File: config.mk
export PLATFORM = sky130hd
export DESIGN_NAME = thc_temp_pipe
export DESIGN_NICKNAME = d
export VERILOG_FILES = /design/src/hw/rtl/thc_pkg.sv /design/src/hw/rtl/thc_temp_pipe.sv
export SDC_FILE = /design/constraint.sdc
export NUM_CORES = 2
export LEC_CHECK = 0
export BUFFER_PORTS_ARGS = -buffer_cell sky130_fd_sc_hd__buf_2
export CAP_MARGIN = 20
export CORE_UTILIZATION = 41
export CTS_CLUSTER_DIAMETER = 200
export CTS_CLUSTER_SIZE = 8
export DETAILED_ROUTE_END_ITERATION = 8
export PLACE_DENSITY = 0.58
export SYNTH_ARGS = -nofsm -noshare
export SYNTH_HDL_FRONTEND = slang
export SYNTH_SLANG_ARGS = --single-unit
File: constraint.sdc
create_clock -name clk -period 12.9 [get_ports clk]
set_clock_uncertainty 0.2 [all_clocks]
set_input_delay 3.87 -clock clk [delete_from_list [all_inputs] [get_ports clk]]
set_output_delay 3.87 -clock clk [all_outputs]
set_load 0.005 [all_outputs]
File: src/hw/rtl/thc_pkg.sv
// thc_pkg: shared types, register indexes and constants of the
// temperature / humidity compensation pipeline. No dependencies.
package thc_pkg;

	// configuration register indexes
	localparam logic [2:0] REG_TEMP_COEFF_ONE      = 3'd0;
	localparam logic [2:0] REG_TEMP_COEFF_TWO      = 3'd1;
	localparam logic [2:0] REG_TEMP_COEFF_THREE    = 3'd2;
	localparam logic [2:0] REG_HUM_COEFF_ONE       = 3'd3;
	localparam logic [2:0] REG_HUM_COEFF_TWO       = 3'd4;
	localparam logic [2:0] REG_HUM_COEFF_THREE     = 3'd5;
	localparam logic [2:0] REG_HUM_COEFF_FOUR_FIVE = 3'd6;
	localparam logic [2:0] REG_HUM_COEFF_SIX       = 3'd7;

	localparam logic [31:0] FINE_OFFSET   = 32'd76800;
	localparam logic [31:0] P1_ROUND      = 32'd16384;
	localparam logic [31:0] R_BIAS        = 32'd32768;
	localparam logic [31:0] S_BIAS        = 32'd2097152;
	localparam logic [31:0] P2_ROUND      = 32'd8192;
	localparam logic [31:0] HUM_CLAMP_MAX = 32'd419430400;
	localparam logic [31:0] TEMP_ROUND    = 32'd128;
	localparam logic [16:0] HUM_Q10_MAX   = 17'd102400;

	typedef struct packed {
		logic [15:0] temp_coeff_one;
		logic [15:0] temp_coeff_two;
		logic [15:0] temp_coeff_three;
		logic [7:0]  hum_coeff_one;
		logic [15:0] hum_coeff_two;
		logic [7:0]  hum_coeff_three;
		logic [23:0] hum_coeff_four_five;
		logic [7:0]  hum_coeff_six;
	} cal_t;

	typedef struct packed {
		logic adv;   // whole pipeline advances this cycle
		logic vld;   // valid bit entering the first stage of the module
	} pipe_ctl_t;

	// arithmetic right shift of a 32-bit two's complement word
	function automatic logic [31:0] asr32(input logic [31:0] x, input int unsigned sh);
		logic signed [31:0] sx;
		sx = $signed(x);
		return 32'(sx >>> sh);
	endfunction

endpackage

File: src/hw/rtl/thc_temp_pipe.sv
// thc_temp_pipe: four-stage fine temperature datapath.
// Depends on thc_pkg (cal_t, pipe_ctl_t, asr32).
module thc_temp_pipe (
	input  logic              clk,
	input  logic              arst_n,
	input  thc_pkg::pipe_ctl_t ctl,
	input  thc_pkg::cal_t     cal,
	input  logic [19:0]       temp_adc,
	input  logic [15:0]       raw_hum,
	output logic              vld_s4,
	output logic [31:0]       fine_s4,
	output logic [15:0]       hum_s4
);
	import thc_pkg::*;

	logic        vld_s1, vld_s2, vld_s3;
	logic [31:0] a0_s1, d_s1;
	logic [31:0] pa_s2, pd_s2;
	logic [31:0] a_s3, pb_s3;
	logic [15:0] hum_s1, hum_s2, hum_s3;
	logic [31:0] t1, t2, t3;

	assign t1 = {16'b0, cal.temp_coeff_one};
	assign t2 = {{16{cal.temp_coeff_two[15]}}, cal.temp_coeff_two};
	assign t3 = {{16{cal.temp_coeff_three[15]}}, cal.temp_coeff_three};

	always_ff @(posedge clk or negedge arst_n) begin
		if (!arst_n) begin
			vld_s1 <= 1'b0;
			vld_s2 <= 1'b0;
			vld_s3 <= 1'b0;
			vld_s4 <= 1'b0;
		end else if (ctl.adv) begin
			vld_s1 <= ctl.vld;
			vld_s2 <= vld_s1;
			vld_s3 <= vld_s2;
			vld_s4 <= vld_s3;
		end
	end

	always_ff @(posedge clk) begin
		if (ctl.adv) begin
			a0_s1   <= {15'b0, temp_adc[19:3]} - {t1[30:0], 1'b0};
			d_s1    <= {16'b0, temp_adc[19:4]} - t1;
			hum_s1  <= raw_hum;
			pa_s2   <= a0_s1 * t2;
			pd_s2   <= d_s1 * d_s1;
			hum_s2  <= hum_s1;
			a_s3    <= asr32(pa_s2, 11);
			pb_s3   <= asr32(pd_s2, 12) * t3;
			hum_s3  <= hum_s2;
			fine_s4 <= a_s3 + asr32(pb_s3, 14);
			hum_s4  <= hum_s3;
		end
	end

endmodule

==> tab_implementation.tex <==
\begin{tabular}{lr}
\hline
Metric & Value \\
\hline
\multicolumn{2}{l}{\textbf{Clock tree}} \\
Maximum buffer depth of the clock tree & 2 \\
Count of H-tree levels built during CTS & 4 \\
Clock-pin slew reported for the worst setup and hold paths after clock tree synthesis & 90 ps \\
Hold Buf Count CTS & 0 \\
Clock latency on the worst-skew pair & 500 ps \\
CTS tree & yes \\
CTS-repair resized insts & 0 \\
CTS Root Cell & sky130\_fd\_sc\_hd\_\_clkbuf\_16 \\
Number of buffers created by CTS & 17 \\
Sinks on Clock Net & $\sim$190 \\
Post-CTS setup repair buffer count & 0 \\
\multicolumn{2}{l}{\textbf{Setup path}} \\
Most numerous cell on the critical path & sky130\_fd\_sc\_hd\_\_fa\_1 \\
Depth of the critical timing path with buffers and inverters included & 23 \\
Reg-to-Reg Start & pd\_s2[21] \\
Critical-path maximum fanout & 20 \\
Crit path largest cell delay & roughly 600 ps \\
Critical path data required time & roughly 13000 ps \\
Startpoint-to-endpoint class of the critical path & in -> reg \\
Reg2Reg Depth & 22 \\
Slowest library cell on the worst path & sky130\_fd\_sc\_hd\_\_a2111oi\_2 \\
Critical path launch point & cal[65] \\
Cell breakdown of the critical path & buf\_2 > nand2\_1 > fa\_1 > inv\_1 > fa\_1 > inv\_1 > fa\_1 > inv\_1 > fa\_1 > inv\_1 > fa\_1 > inv\_1 > fa\_1 > ha\_1 > nand2\_1 > nor3\_1 > a211oi\_1 > a31oi\_1 > a2111oi\_2 > a211oi\_1 > o41ai\_4 > o21bai\_1 > xor2\_1 \\
Buffering stage count on the worst path with inverters included & 6 \\
Capturing element type of the critical path & flip-flop \\
Critical Path AT & 10590 ps \\
Worst setup SP type & input port \\
Kind of cell adding the most delay to the critical path & adder cells \\
\multicolumn{2}{l}{\textbf{Timing}} \\
Time the final worst path needs with I/O delays and setup & 10540 ps \\
Unrepaired setup endpoints after global routing & false \\
Final Cycle Share & 0.817 \\
Fin Hold WS & 207 ps \\
Count of endpoints failing hold in the final timing report & 0 \\
Total negative slack for setup checks & 0 ps \\
Number of setup violations in the final report & 0 \\
Max Fclk & 0.0949 GHz \\
Worst-margin pin slew & approximately 990 ps \\
Final Max Slew Viols & 0 \\
Setup slack of the critical path after layout & between 2000 and 2500 ps \\
Worst slew margin relative to its limit & 0.341 \\
\multicolumn{2}{l}{\textbf{Detailed routing}} \\
Antenna Violating Nets Remaining & 0 \\
Via density per instance & 4.74 \\
Initial DRC count & around 980 \\
Total Wirelength & slightly above 80000 µm \\
DRC violations left & 0 \\
Via count & around 24000 \\
Length of the first detailed-routing pass in iterations & 5 \\
Wire per inst & around 16 µm \\
\multicolumn{2}{l}{\textbf{Finish}} \\
Share of final-layout standard cells stronger than drive strength 1 & 0.0556 \\
Fill cell count & between 8000 and 9000 \\
Final cell count without fillers & 5119 \\
Most frequent cells in the layout & 987 x sky130\_fd\_sc\_hd\_\_inv\_1, 860 x sky130\_fd\_sc\_hd\_\_fa\_1, 428 x sky130\_fd\_sc\_hd\_\_nand2\_1 \\
Final net count & 5197 \\
Sequential standard cell area & 5630 µm² \\
Leading cell type in the layout, fill and taps excluded & sky130\_fd\_sc\_hd\_\_inv\_1 \\
Area delta synth->final & 6.47\% \\
Area of combinational cells with multiple inputs & 28800 µm² \\
\multicolumn{2}{l}{\textbf{Placement}} \\
Final estimated routing congestion in global placement & between 0.8 and 0.9 \\
Port Buf Inserts & 133 \\
Number of instances in the placed design & 5086 \\
Worst slack at placement & between 1500 and 2000 ps \\
Final HPWL DP & 67800 µm \\
\multicolumn{2}{l}{\textbf{Synthesis}} \\
Synth warn & 0 \\
Post-Synthesis Net Count & 5164 \\
Number of instances in the synthesized netlist & 3818 \\
Async set-reset flop share out of synthesis & 0.0213 \\
Post-Syn Area & 38700 µm² \\
Sequential share of the synthesized area & 0.145 \\
Flip-flop cell with the highest count after synthesis & sky130\_fd\_sc\_hd\_\_edfxtp\_1 \\
Synthesized area per cell & $\sim$10 µm² \\
Number of synthesized flops with an enable pin & 184 \\
Number of synthesized register bits & about 190 \\
Synth cell types & 61 \\
\multicolumn{2}{l}{\textbf{Die}} \\
Floorplan die area & 95700 µm² \\
Number of standard-cell rows in the floorplan & 112 \\
DIE WIDTH & 309 µm \\
Core footprint & about 93000 µm² \\
Total I/O pin count & between 200 and 250 \\
Die height & 309 µm \\
Initial cell density of the core & 0.414 \\
\multicolumn{2}{l}{\textbf{Global routing}} \\
Total global-route track usage & 0.188 \\
Maximum number of pins on one net before global-route repair & 121 \\
Initial antenna violation count & 3 \\
Grt total ovfl & 0 \\
First-pass GRT wire length & 141000 µm \\
Number of global-route vias before repair & 26774 \\
\multicolumn{2}{l}{\textbf{Hold path}} \\
Hold path startpoint & hum\_s1[8] \\
Type of the most critical hold path & reg -> reg \\
Min-Delay Path Depth & 0 \\
\multicolumn{2}{l}{\textbf{Run}} \\
Max-Cap Viols & 0 \\
\multicolumn{2}{l}{\textbf{Status}} \\
Run status & complete, no violations \\
\hline
\end{tabular}
[per-layer routing]
metal	share of wire	vias to the layer above	GRT usage
li1	-	11344	-
met1	0.45	12498	0.252
met2	0.50	379	0.330
met3	0.032	56	0.0210
met4	0.015	0	0.0375
met5	0	-	0
[layout make-up]
class | count | share of cell area
flip-flops and latches | 188 | 0.136
inverters | 989 | 0.0900
diodes | 1 | 0.0000607
clock inverters | 15 | 0.00549
repair buffers | 158 | 0.0209
well taps | 1254 | 0.0380
multi-input cells | 2497 | 0.699
clock buffers | 17 | 0.0103
[stage by stage]
step	util	area (µm²)
floorplan	-	38700
global placement	0.434	40600
detailed placement	0.434	40600
CTS	0.441	41200
global route	0.441	41200
finish	0.441	41200
[cells by family (layout without fill, tap and decap cells)]
family | count (synthesis) | in the layout | share of synthesized area
compound gates | 196 | 196 | 0.0359
xor+xnor | 155 | 155 | 0.0351
fa+ha+maj | 1195 | 1195 | 0.553
buf+inv | 1133 | 1179 | 0.111
flops | 188 | 188 | 0.145
mux | 6 | 6 | 0.00168
other cells | 0 | 1 | 0
simple gates | 945 | 945 | 0.119
[worst reg2reg max path, stage by stage (launching register included)]
cell and delay, ps:
sky130_fd_sc_hd__edfxtp_1 900, sky130_fd_sc_hd__nand2_1 200, sky130_fd_sc_hd__fa_1 590, sky130_fd_sc_hd__inv_1 50, sky130_fd_sc_hd__fa_1 480, sky130_fd_sc_hd__inv_1 50
sky130_fd_sc_hd__fa_1 500, sky130_fd_sc_hd__inv_1 50, sky130_fd_sc_hd__fa_1 530, sky130_fd_sc_hd__inv_1 50, sky130_fd_sc_hd__fa_1 480, sky130_fd_sc_hd__inv_1 50
sky130_fd_sc_hd__fa_1 480, sky130_fd_sc_hd__ha_1 310, sky130_fd_sc_hd__nand2_1 100, sky130_fd_sc_hd__nor3_1 70, sky130_fd_sc_hd__a211oi_1 250, sky130_fd_sc_hd__a31oi_1 330
sky130_fd_sc_hd__a2111oi_2 600, sky130_fd_sc_hd__a211oi_1 300, sky130_fd_sc_hd__o41ai_4 510, sky130_fd_sc_hd__o21bai_1 170, sky130_fd_sc_hd__xor2_1 160
[flip-flops by register name, indices dropped and copies added, names as in the netlist, 16 cells and up]
register  count
fine_s4      22
a_s3         21
pa_s2        21
pd_s2        20
a0_s1        18
pb_s3        18
hum_s1       16
hum_s2       16
hum_s3       16
hum_s4       16
[path summary, 6_finish.rpt]
path	to	slack, ps
max in group asynchronous	vld_s3	9420
min in group asynchronous	vld_s2	2960
hold reg to reg	hum_s2[8]	210
hold / removal	hum_s2[8]	210
setup reg to reg	pb_s3[30]	5240
setup / recovery	pb_s3[30]	2360
[cell usage after synthesis (8+ instances only)]
| master | number | area [µm²] |
|---|---|---|
| sky130_fd_sc_hd__a211oi_1 | 8 | 60.1 |
| sky130_fd_sc_hd__a21o_1 | 21 | 158 |
| sky130_fd_sc_hd__a21oi_1 | 56 | 280 |
| sky130_fd_sc_hd__and2_1 | 308 | 1930 |
| sky130_fd_sc_hd__and3_1 | 9 | 56.3 |
| sky130_fd_sc_hd__buf_4 | 10 | 75.1 |
| sky130_fd_sc_hd__clkbuf_1 | 130 | 488 |
| sky130_fd_sc_hd__edfxtp_1 | 184 | 5530 |
| sky130_fd_sc_hd__fa_1 | 860 | 17200 |
| sky130_fd_sc_hd__ha_1 | 334 | 4180 |
| sky130_fd_sc_hd__inv_1 | 987 | 3700 |
| sky130_fd_sc_hd__nand2_1 | 428 | 1610 |
| sky130_fd_sc_hd__nand2b_1 | 32 | 200 |
| sky130_fd_sc_hd__nand3_1 | 23 | 115 |
| sky130_fd_sc_hd__nor2_1 | 79 | 297 |
| sky130_fd_sc_hd__nor2b_1 | 17 | 106 |
| sky130_fd_sc_hd__nor3_1 | 23 | 115 |
| sky130_fd_sc_hd__o211ai_1 | 9 | 67.6 |
| sky130_fd_sc_hd__o21a_1 | 14 | 105 |
| sky130_fd_sc_hd__o21ai_0 | 31 | 155 |
| sky130_fd_sc_hd__or2_2 | 8 | 50.1 |
| sky130_fd_sc_hd__xnor2_1 | 119 | 1040 |
| sky130_fd_sc_hd__xor2_1 | 36 | 315 |
Power is not shown: default switching activity piles up to over one toggle a cycle in this logic, so the estimate is an artifact.
